===== config.mk =====
export PLATFORM = sky130hd
export DESIGN_NAME = min_max_envelope_pyramid
export DESIGN_NICKNAME = d
export VERILOG_FILES = /design/src/rtl/core/mmep_pkg.sv /design/src/rtl/core/mmep_front.sv /design/src/rtl/core/mmep_fifo.sv /design/src/rtl/core/mmep_back.sv /design/src/rtl/core/min_max_envelope_pyramid.sv
export SDC_FILE = /design/constraint.sdc
export NUM_CORES = 1
export LEC_CHECK = 0
export BUFFER_PORTS_ARGS = -buffer_cell sky130_fd_sc_hd__buf_2
export CAP_MARGIN = 0
export CORE_MARGIN = 5
export CORE_UTILIZATION = 45
export DETAILED_ROUTE_END_ITERATION = 16
export PLACE_DENSITY_LB_ADDON = 0.12
export SYNTH_ARGS = -nofsm -noshare
export SYNTH_HDL_FRONTEND = slang
export SYNTH_SLANG_ARGS = --single-unit

===== constraint.sdc =====
create_clock -name clk_i -period 5.4 [get_ports clk_i]
set_clock_uncertainty 0.15 [all_clocks]
set_input_delay 1.08 -clock clk_i [delete_from_list [all_inputs] [get_ports clk_i]]
set_output_delay 1.08 -clock clk_i [all_outputs]
set_load 0.03 [all_outputs]

===== src/rtl/core/mmep_pkg.sv =====
// Shared constants, types and helpers for the min/max envelope pyramid.
// Used by every module under rtl/core; no dependencies of its own.
package mmep_pkg;

  localparam int unsigned LEVELS        = 6;
  localparam int unsigned CAPACITY_LOG2 = 32;
  localparam int unsigned SAMPLE_BITS   = 16;

  // Each level up spans 16x more samples: one nibble of the sample index.
  localparam int unsigned CellLog2   = 4;
  localparam int unsigned LvW        = (LEVELS > 1) ? $clog2(LEVELS) : 1;
  localparam int unsigned CountW     = CAPACITY_LOG2 + 1;
  localparam int unsigned FifoDepth  = 2;
  localparam int unsigned FifoPtrW   = $clog2(FifoDepth);
  localparam int unsigned FifoCntW   = $clog2(FifoDepth + 1);

  typedef enum logic {
    CmdAppend = 1'b0,
    CmdClear  = 1'b1
  } cmd_e;

  typedef struct packed {
    logic [CAPACITY_LOG2-1:0]      index;
    logic signed [SAMPLE_BITS-1:0] value;
  } entry_t;

  // Take the low SAMPLE_BITS bits of the raw field as a signed sample.
  function automatic logic signed [SAMPLE_BITS-1:0] take_sample(logic [15:0] raw);
    logic [SAMPLE_BITS+15:0] ext;
    ext = {{SAMPLE_BITS{1'b0}}, raw};
    return ext[SAMPLE_BITS-1:0];
  endfunction

  // Sign extend a sample and keep its low 16 bits for the result fields.
  function automatic logic [15:0] to_field(logic signed [SAMPLE_BITS-1:0] v);
    logic [SAMPLE_BITS+15:0] ext;
    ext = {{16{v[SAMPLE_BITS-1]}}, v};
    return ext[15:0];
  endfunction

endpackage


===== src/rtl/core/mmep_front.sv =====
// Front end: accepts transactions, tracks the sample count and capacity,
// and forwards appends to the queue. Depends on mmep_pkg.
module mmep_front import mmep_pkg::*; (
  input  logic          clk_i,
  input  logic          rst_ni,
  input  logic          in_valid_i,
  output logic          in_ready_o,
  input  logic          command_i,
  input  logic [15:0]   sample_value_i,
  output logic          push_valid_o,
  input  logic          push_ready_i,
  output entry_t        push_entry_o
);

  logic [CountW-1:0] count_q, count_d;
  logic              store_full_q, store_full_d;
  logic              accept, is_clear, at_cap;

  assign in_ready_o = push_ready_i;
  assign accept     = in_valid_i && push_ready_i;
  assign is_clear   = (cmd_e'(command_i) == CmdClear);
  assign at_cap     = count_q[CAPACITY_LOG2];

  assign push_valid_o       = accept && !is_clear && !at_cap;
  assign push_entry_o.index = count_q[CAPACITY_LOG2-1:0];
  assign push_entry_o.value = take_sample(sample_value_i);

  always_comb begin
    count_d      = count_q;
    store_full_d = store_full_q;
    if (accept) begin
      if (is_clear) begin
        count_d      = '0;
        store_full_d = 1'b0;
      end else if (at_cap) begin
        store_full_d = 1'b1;
      end else begin
        count_d = count_q + CountW'(1);
      end
    end
  end

  always_ff @(posedge clk_i or negedge rst_ni) begin
    if (!rst_ni) begin
      count_q      <= '0;
      store_full_q <= 1'b0;
    end else begin
      count_q      <= count_d;
      store_full_q <= store_full_d;
    end
  end

  a_full_at_cap: assert property (@(posedge clk_i) disable iff (!rst_ni)
    store_full_q |-> count_q[CAPACITY_LOG2])
    else $error("full flag set below capacity");

endmodule


===== src/rtl/core/mmep_fifo.sv =====
// Short queue between the front end and the level engine.
// Depends on mmep_pkg for the entry type and depth.
module mmep_fifo import mmep_pkg::*; (
  input  logic   clk_i,
  input  logic   rst_ni,
  input  logic   push_valid_i,
  output logic   push_ready_o,
  input  entry_t push_entry_i,
  output logic   pop_valid_o,
  input  logic   pop_ready_i,
  output entry_t pop_entry_o
);

  entry_t              mem_q [FifoDepth];
  logic [FifoPtrW-1:0] wr_q, rd_q;
  logic [FifoCntW-1:0] cnt_q, cnt_d;
  logic                do_push, do_pop;

  assign push_ready_o = (cnt_q != FifoCntW'(FifoDepth));
  assign pop_valid_o  = (cnt_q != '0);
  assign pop_entry_o  = mem_q[rd_q];
  assign do_push      = push_valid_i && push_ready_o;
  assign do_pop       = pop_valid_o && pop_ready_i;

  always_comb begin
    cnt_d = cnt_q;
    if (do_push && !do_pop) begin
      cnt_d = cnt_q + FifoCntW'(1);
    end else if (do_pop && !do_push) begin
      cnt_d = cnt_q - FifoCntW'(1);
    end
  end

  always_ff @(posedge clk_i or negedge rst_ni) begin
    if (!rst_ni) begin
      wr_q  <= '0;
      rd_q  <= '0;
      cnt_q <= '0;
    end else begin
      cnt_q <= cnt_d;
      if (do_push) begin
        wr_q <= (wr_q == FifoPtrW'(FifoDepth - 1)) ? '0 : wr_q + FifoPtrW'(1);
      end
      if (do_pop) begin
        rd_q <= (rd_q == FifoPtrW'(FifoDepth - 1)) ? '0 : rd_q + FifoPtrW'(1);
      end
    end
  end

  always_ff @(posedge clk_i) begin
    if (do_push) begin
      mem_q[wr_q] <= push_entry_i;
    end
  end

  a_no_push_full: assert property (@(posedge clk_i) disable iff (!rst_ni)
    push_valid_i |-> push_ready_o)
    else $error("push into full queue");

endmodule


===== src/rtl/core/mmep_back.sv =====
// Level engine: walks one queued sample through every pyramid level, one
// level per cycle unless the output stalls, into a registered output stage. Depends on mmep_pkg.
module mmep_back import mmep_pkg::*; (
  input  logic        clk_i,
  input  logic        rst_ni,
  input  logic        pop_valid_i,
  output logic        pop_ready_o,
  input  entry_t      pop_entry_i,
  output logic        out_valid_o,
  input  logic        out_ready_i,
  output logic [2:0]  level_o,
  output logic [27:0] cell_index_o,
  output logic [15:0] cell_min_o,
  output logic [15:0] cell_max_o,
  output logic        last_o
);

  logic signed [SAMPLE_BITS-1:0] lmin_q [LEVELS];
  logic signed [SAMPLE_BITS-1:0] lmax_q [LEVELS];

  logic                          busy_q;
  logic [LvW-1:0]                lv_q;
  logic [CAPACITY_LOG2-1:0]      cur_q;
  logic signed [SAMPLE_BITS-1:0] val_q;
  logic                          zrun_q;

  logic                          out_valid_q;
  logic [2:0]                    level_q;
  logic [27:0]                   cell_q;
  logic [15:0]                   min_q, max_q;
  logic                          last_q;

  logic                          advance, last_lv, load, restart;
  logic signed [SAMPLE_BITS-1:0] old_min, old_max, new_min, new_max;
  logic [CAPACITY_LOG2+27:0]     cell_ext;

  assign advance     = busy_q && (!out_valid_q || out_ready_i);
  assign last_lv     = (lv_q == LvW'(LEVELS - 1));
  assign pop_ready_o = !busy_q || (advance && last_lv);
  assign load        = pop_valid_i && pop_ready_o;

  // The cell restarts when every index nibble up to this level is zero.
  assign restart  = zrun_q && (cur_q[CellLog2-1:0] == '0);
  assign old_min  = lmin_q[lv_q];
  assign old_max  = lmax_q[lv_q];
  assign new_min  = (restart || (val_q < old_min)) ? val_q : old_min;
  assign new_max  = (restart || (val_q > old_max)) ? val_q : old_max;
  assign cell_ext = {28'b0, cur_q} >> CellLog2;

  always_ff @(posedge clk_i or negedge rst_ni) begin
    if (!rst_ni) begin
      busy_q      <= 1'b0;
      lv_q        <= '0;
      zrun_q      <= 1'b0;
      out_valid_q <= 1'b0;
    end else begin
      if (load) begin
        busy_q <= 1'b1;
        lv_q   <= '0;
        zrun_q <= 1'b1;
      end else if (advance) begin
        busy_q <= !last_lv;
        lv_q   <= lv_q + LvW'(1);
        zrun_q <= restart;
      end
      if (advance) begin
        out_valid_q <= 1'b1;
      end else if (out_ready_i) begin
        out_valid_q <= 1'b0;
      end
    end
  end

  always_ff @(posedge clk_i) begin
    if (load) begin
      cur_q <= pop_entry_i.index;
      val_q <= pop_entry_i.value;
    end else if (advance) begin
      cur_q <= cur_q >> CellLog2;
    end
    if (advance) begin
      lmin_q[lv_q] <= new_min;
      lmax_q[lv_q] <= new_max;
      level_q      <= 3'(lv_q);
      cell_q       <= cell_ext[27:0];
      min_q        <= to_field(new_min);
      max_q        <= to_field(new_max);
      last_q       <= last_lv;
    end
  end

  assign out_valid_o  = out_valid_q;
  assign level_o      = level_q;
  assign cell_index_o = cell_q;
  assign cell_min_o   = min_q;
  assign cell_max_o   = max_q;
  assign last_o       = last_q;

  a_lv_range: assert property (@(posedge clk_i) disable iff (!rst_ni)
    busy_q |-> (lv_q <= LvW'(LEVELS - 1)))
    else $error("level counter out of range");

  a_stay_busy: assert property (@(posedge clk_i) disable iff (!rst_ni)
    (advance && !last_lv) |=> (busy_q && out_valid_q))
    else $error("sample dropped before its top level");

endmodule


===== src/rtl/core/min_max_envelope_pyramid.sv =====
// Min/max envelope pyramid: LEVELS results per appended sample, one per cycle
// unless the output stalls. An append goes through the queue and the level
// engine's sample registers into the registered output stage; last marks the
// top-level result. The single level engine takes the next sample as its top
// level goes out. Clear and dropped appends never enter the queue.
// Reset clears the sample count, full flag, queue and output stage.
module min_max_envelope_pyramid import mmep_pkg::*; (
  input  logic        clk_i,
  input  logic        rst_ni,
  // Input channel
  input  logic        in_valid_i,
  output logic        in_ready_o,
  input  logic        command_i,
  input  logic [15:0] sample_value_i,
  // Result channel
  output logic        out_valid_o,
  input  logic        out_ready_i,
  output logic [2:0]  level_o,
  output logic [27:0] cell_index_o,
  output logic [15:0] cell_min_o,
  output logic [15:0] cell_max_o,
  output logic        last_o
);

  // Front to queue: an append transaction tagged with its sample index.
  logic   push_valid, push_ready;
  entry_t push_entry;
  // Queue to level engine.
  logic   pop_valid, pop_ready;
  entry_t pop_entry;

  // Classify each transaction: clear resets the count, appends past
  // capacity are dropped, the rest go into the queue with their index.
  mmep_front u_front (
    .clk_i,
    .rst_ni,
    .in_valid_i,
    .in_ready_o,
    .command_i,
    .sample_value_i,
    .push_valid_o (push_valid),
    .push_ready_i (push_ready),
    .push_entry_o (push_entry)
  );

  // Decouple the front from the level engine so each can stall on its own.
  mmep_fifo u_fifo (
    .clk_i,
    .rst_ni,
    .push_valid_i (push_valid),
    .push_ready_o (push_ready),
    .push_entry_i (push_entry),
    .pop_valid_o  (pop_valid),
    .pop_ready_i  (pop_ready),
    .pop_entry_o  (pop_entry)
  );

  // Update each level's running min/max and emit one result per level,
  // pulling the next sample as the top level goes out.
  mmep_back u_back (
    .clk_i,
    .rst_ni,
    .pop_valid_i  (pop_valid),
    .pop_ready_o  (pop_ready),
    .pop_entry_i  (pop_entry),
    .out_valid_o,
    .out_ready_i,
    .level_o,
    .cell_index_o,
    .cell_min_o,
    .cell_max_o,
    .last_o
  );

endmodule

==> impl_metrics.json <==
{
  "cts.hold.buffers_added": 0,
  "power.ir.vdd_worst_v": 0.0002665,
  "total_power_mw": 12.76,
  "cap_violations": 0,
  "route.final.wire_length_um": 36130,
  "cp_max_fo": 31,
  "final.min_clock_period_ps": 4938,
  "worstSkewPairLatency_ps": 550,
  "power_density_mw_per_mm2": 626.8,
  "yosys.cell_types.count": 48,
  "post-synth-top-area-fraction_pct": 68.12,
  "dp_hpwl_um": 22470,
  "synth_enable_flop_cells": 400,
  "worst_setup_hold_path_clk_slew_ps": 60,
  "slew_headroom_pct": 31.13,
  "initial_utilization_pct": 45.52,
  "sequentialPowerShare_pct": 44.7,
  "min_period_over_period_pct": 91.44,
  "max_clock_freq_mhz": 202.5,
  "share_of_synthesized_area_occupied_by_flip_flops_and_latches_pct": 74.23,
  "rsz0062_at_grt": "false",
  "grtUsageMet2_pct": 28.23,
  "groute.usage.overall_pct": 16.59,
  "die-area_mm2": 0.04324,
  "cts.repair_timing.setup_buffer_count": 0,
  "cts_root_buf": "sky130_fd_sc_hd__clkbuf_16",
  "cp_data_arrival_time_ps": 5060,
  "p_comb_share_pct": 30.0,
  "drtAntennaViolNets": 0,
  "place.port_buffers": 86,
  "setup_viol": 0,
  "total_nets_final": 1241,
  "grt_antenna_before_repair": 0,
  "clkPwrFrac_pct": 25.3,
  "drt_iter0_markers": 542,
  "net-switching-power_mw": 4.141,
  "worstMarginPinSlew_ps": 1031,
  "hold_viol": 0,
  "cts_buf_count": 46,
  "syn_nets": 1124,
  "gr-max-usage-layer": "met2",
  "clock_tree_from_tritoncts": "built",
  "post_synth_instance_area_mm2": 0.01763,
  "status": "finished, final reports clean",
  "filler_cell_count": 3207,
  "placementRows": 72,
  "post_cts_resize_count": 0,
  "htree_num_levels": 2,
  "ctsLongestPathBuffers": 3,
  "netlist_instances": 1068,
  "asyncSetResetFlopFracSynth_pct": 9.707,
  "hold_class": "flip-flop to flip-flop",
  "core_area_mm2": 0.03874,
  "setup-tns-final_ps": 0,
  "post_drt_wl_per_cell_um": 20.75,
  "type_of_destination_of_the_critical_path": "flip-flop",
  "synth_area_leaders": "sky130_fd_sc_hd__edfxtp_1 68%, sky130_fd_sc_hd__dfrtp_1 6.1%, sky130_fd_sc_hd__mux2i_1 5.3%",
  "required_ps": 5520,
  "startpoint_type": "flip-flop",
  "area_growth_pct": 15.49,
  "synth_top_flop_cell": "sky130_fd_sc_hd__edfxtp_1",
  "clk_sink_count": 443,
  "setup.worst_path.class": "flip-flop to flip-flop",
  "insertedDiodeCount": 0,
  "drv_slew": 0,
  "global_route.usage.met3_pct": 2.666,
  "regToRegSetupSlack_ps": 460,
  "drc": 0,
  "drive_above_1_share_pct": 20.52,
  "post-route-util_pct": 52.57,
  "grt_max_degree": 67,
  "synth_warnings": 0,
  "grt_first_pass_wirelength_um": 56240,
  "floorplan.die.width_um": 207.9,
  "io_pins": 87,
  "post-synth-top-area-cell": "sky130_fd_sc_hd__edfxtp_1",
  "die-height_um": 207.9,
  "cellInternalPower_mw": 8.623,
  "synth-seq-cells": 443,
  "globalRouteOverflowTotal": 0,
  "post_drt_via_cell_ratio": 5.289,
  "route.vias.total": 9208,
  "finalWeightedCongestion": 0.7482,
  "p_leak_nw": 7.393,
  "grt_pass1_vias": 9465,
  "power.share.switching_pct": 32.44,
  "detailedRoute.firstPassIterationCount": 5,
  "syn_avg_cell_area_um2": 16.51,
  "use_met1_pct": 22.85
}
[metal layers]
metal / part of all wire (%) / wire length [um]
met3: 3.5 / 1274
met4: 1.3 / 475
met1: 45 / 16180
met2: 50 / 18200
met5: 0 / 0
[kinds of logic (layout without fill, tap and decap cells)]
group	after synthesis	count (layout)	synth area share, %
AOI/OAI and AO/OA	174	174	5.606
buffers and inverters	70	225	1.625
DFF	443	443	74.23
xor gates and xnor gates	7	7	0.3477
muxes	145	145	10.64
and+or+nand+nor	194	194	5.074
adders and majority gates	35	35	2.484
[layout by cell type, fill, tap and decap left out, drive strengths merged, types with 2 or more instances in the layout]
master and count:
a2111oi 3, a211oi 2, a21o 5, a21oi 53
a22o 3, a31oi 14, and2 8, and3 6
and4 2, buf 113, bufinv 6, clkbuf 69
clkinv 11, dfrtp 43, edfxtp 400, ha 35
inv 25, mux2 19, mux2i 94, mux4 32
nand2 70, nand2b 5, nand3 15, nand4 13
nor2 59, nor3 4, nor4 5, o21ai 82
o31ai 6, o41ai 2, or4 2, xnor2 3
xor2 4
[synthesized netlist by cell type, types with 6 or more instances]
library cell / instances
sky130_fd_sc_hd__edfxtp_1: 400
sky130_fd_sc_hd__ha_1: 35
sky130_fd_sc_hd__a21oi_1: 53
sky130_fd_sc_hd__mux4_2: 32
sky130_fd_sc_hd__nand2_1: 70
sky130_fd_sc_hd__inv_1: 24
sky130_fd_sc_hd__a31oi_1: 13
sky130_fd_sc_hd__mux2_2: 19
sky130_fd_sc_hd__buf_2: 7
sky130_fd_sc_hd__o21ai_0: 80
sky130_fd_sc_hd__clkbuf_1: 32
sky130_fd_sc_hd__nand3_1: 15
sky130_fd_sc_hd__and3_1: 6
sky130_fd_sc_hd__mux2i_1: 94
sky130_fd_sc_hd__nor2_1: 59
sky130_fd_sc_hd__dfrtp_1: 43
sky130_fd_sc_hd__and2_1: 8
sky130_fd_sc_hd__nand4_1: 13
[through the flow]
step	worst slack (ps)	cells	hold WS [ps]	instance area, um2
floorplan	198.3	1068	273.1	17640
global placement	518.0	1655	288.6	18800
detailed placement	393.6	1655	289.7	18800
CTS	350.0	1741	300.4	20360
global route	168.2	1741	315.5	20360
finish	462.4	1741	296.0	20360
[power groups by stage]
stage                     logic, mW  clock network, mW  registers [mW]
after global placement         3.85                  0            5.78
after floorplan                2.43                  0            5.96
final                          3.83               3.23            5.71
after detailed placement       3.90                  0            5.79
after global routing           4.22               3.47            5.80
after CTS                      3.91               3.32            5.73
[area by class of cell]
| type | instances | area (um2) | area share (%) |
|---|---|---|---|
| clock buffers | 69 | 1331 | 6.538 |
| clock inverters | 17 | 235.2 | 1.155 |
| inverters | 26 | 98.84 | 0.4854 |
| flip-flops and latches | 443 | 13100 | 64.31 |
| repair buffers | 113 | 645.6 | 3.171 |
| multi-input cells | 555 | 4309 | 21.16 |
| well taps | 518 | 648.1 | 3.183 |
[registers in the layout, indices dropped and copies added, names as in the netlist, 2 cells and up]
signal,count
u_back.cell_min_o,16
u_back.cell_index_o,28
u_back.val_q,16
u_back.lv_q,3
u_front.count_q,33
u_back.level_o,3
u_fifo.mem_q,96
u_fifo.cnt_q,2
u_back.lmin_q,96
u_back.lmax_q,96
u_back.cur_q,32
u_back.cell_max_o,16
[path summary, 6_finish.rpt]
| check | from | to | cells after the start |
|---|---|---|---|
| min | u_back.cur_q[5] | u_back.cell_index_o[1] | 0 |
| min reg2reg | u_back.cur_q[5] | u_back.cell_index_o[1] | 0 |
| min in group asynchronous | rst_ni | u_back.out_valid_o | 2 |
| max reg2reg | u_back.lv_q[0] | u_back.lmin_q[4][2] | 9 |
| max | u_back.lv_q[0] | u_back.lmin_q[4][2] | 9 |
| max in group asynchronous | rst_ni | u_back.lv_q[0] | 2 |
[worst max-delay path: stages (launching register included)]
cell	delay, ps
sky130_fd_sc_hd__dfrtp_4	820
sky130_fd_sc_hd__mux4_2	560
sky130_fd_sc_hd__o21ai_0	300
sky130_fd_sc_hd__ha_1	200
sky130_fd_sc_hd__nand2_1	90
sky130_fd_sc_hd__a2111oi_0	770
sky130_fd_sc_hd__o211ai_1	270
sky130_fd_sc_hd__o31ai_4	630
sky130_fd_sc_hd__buf_4	330
sky130_fd_sc_hd__mux2i_1	530
No activity file was read; power rests on OpenSTA's default activity.
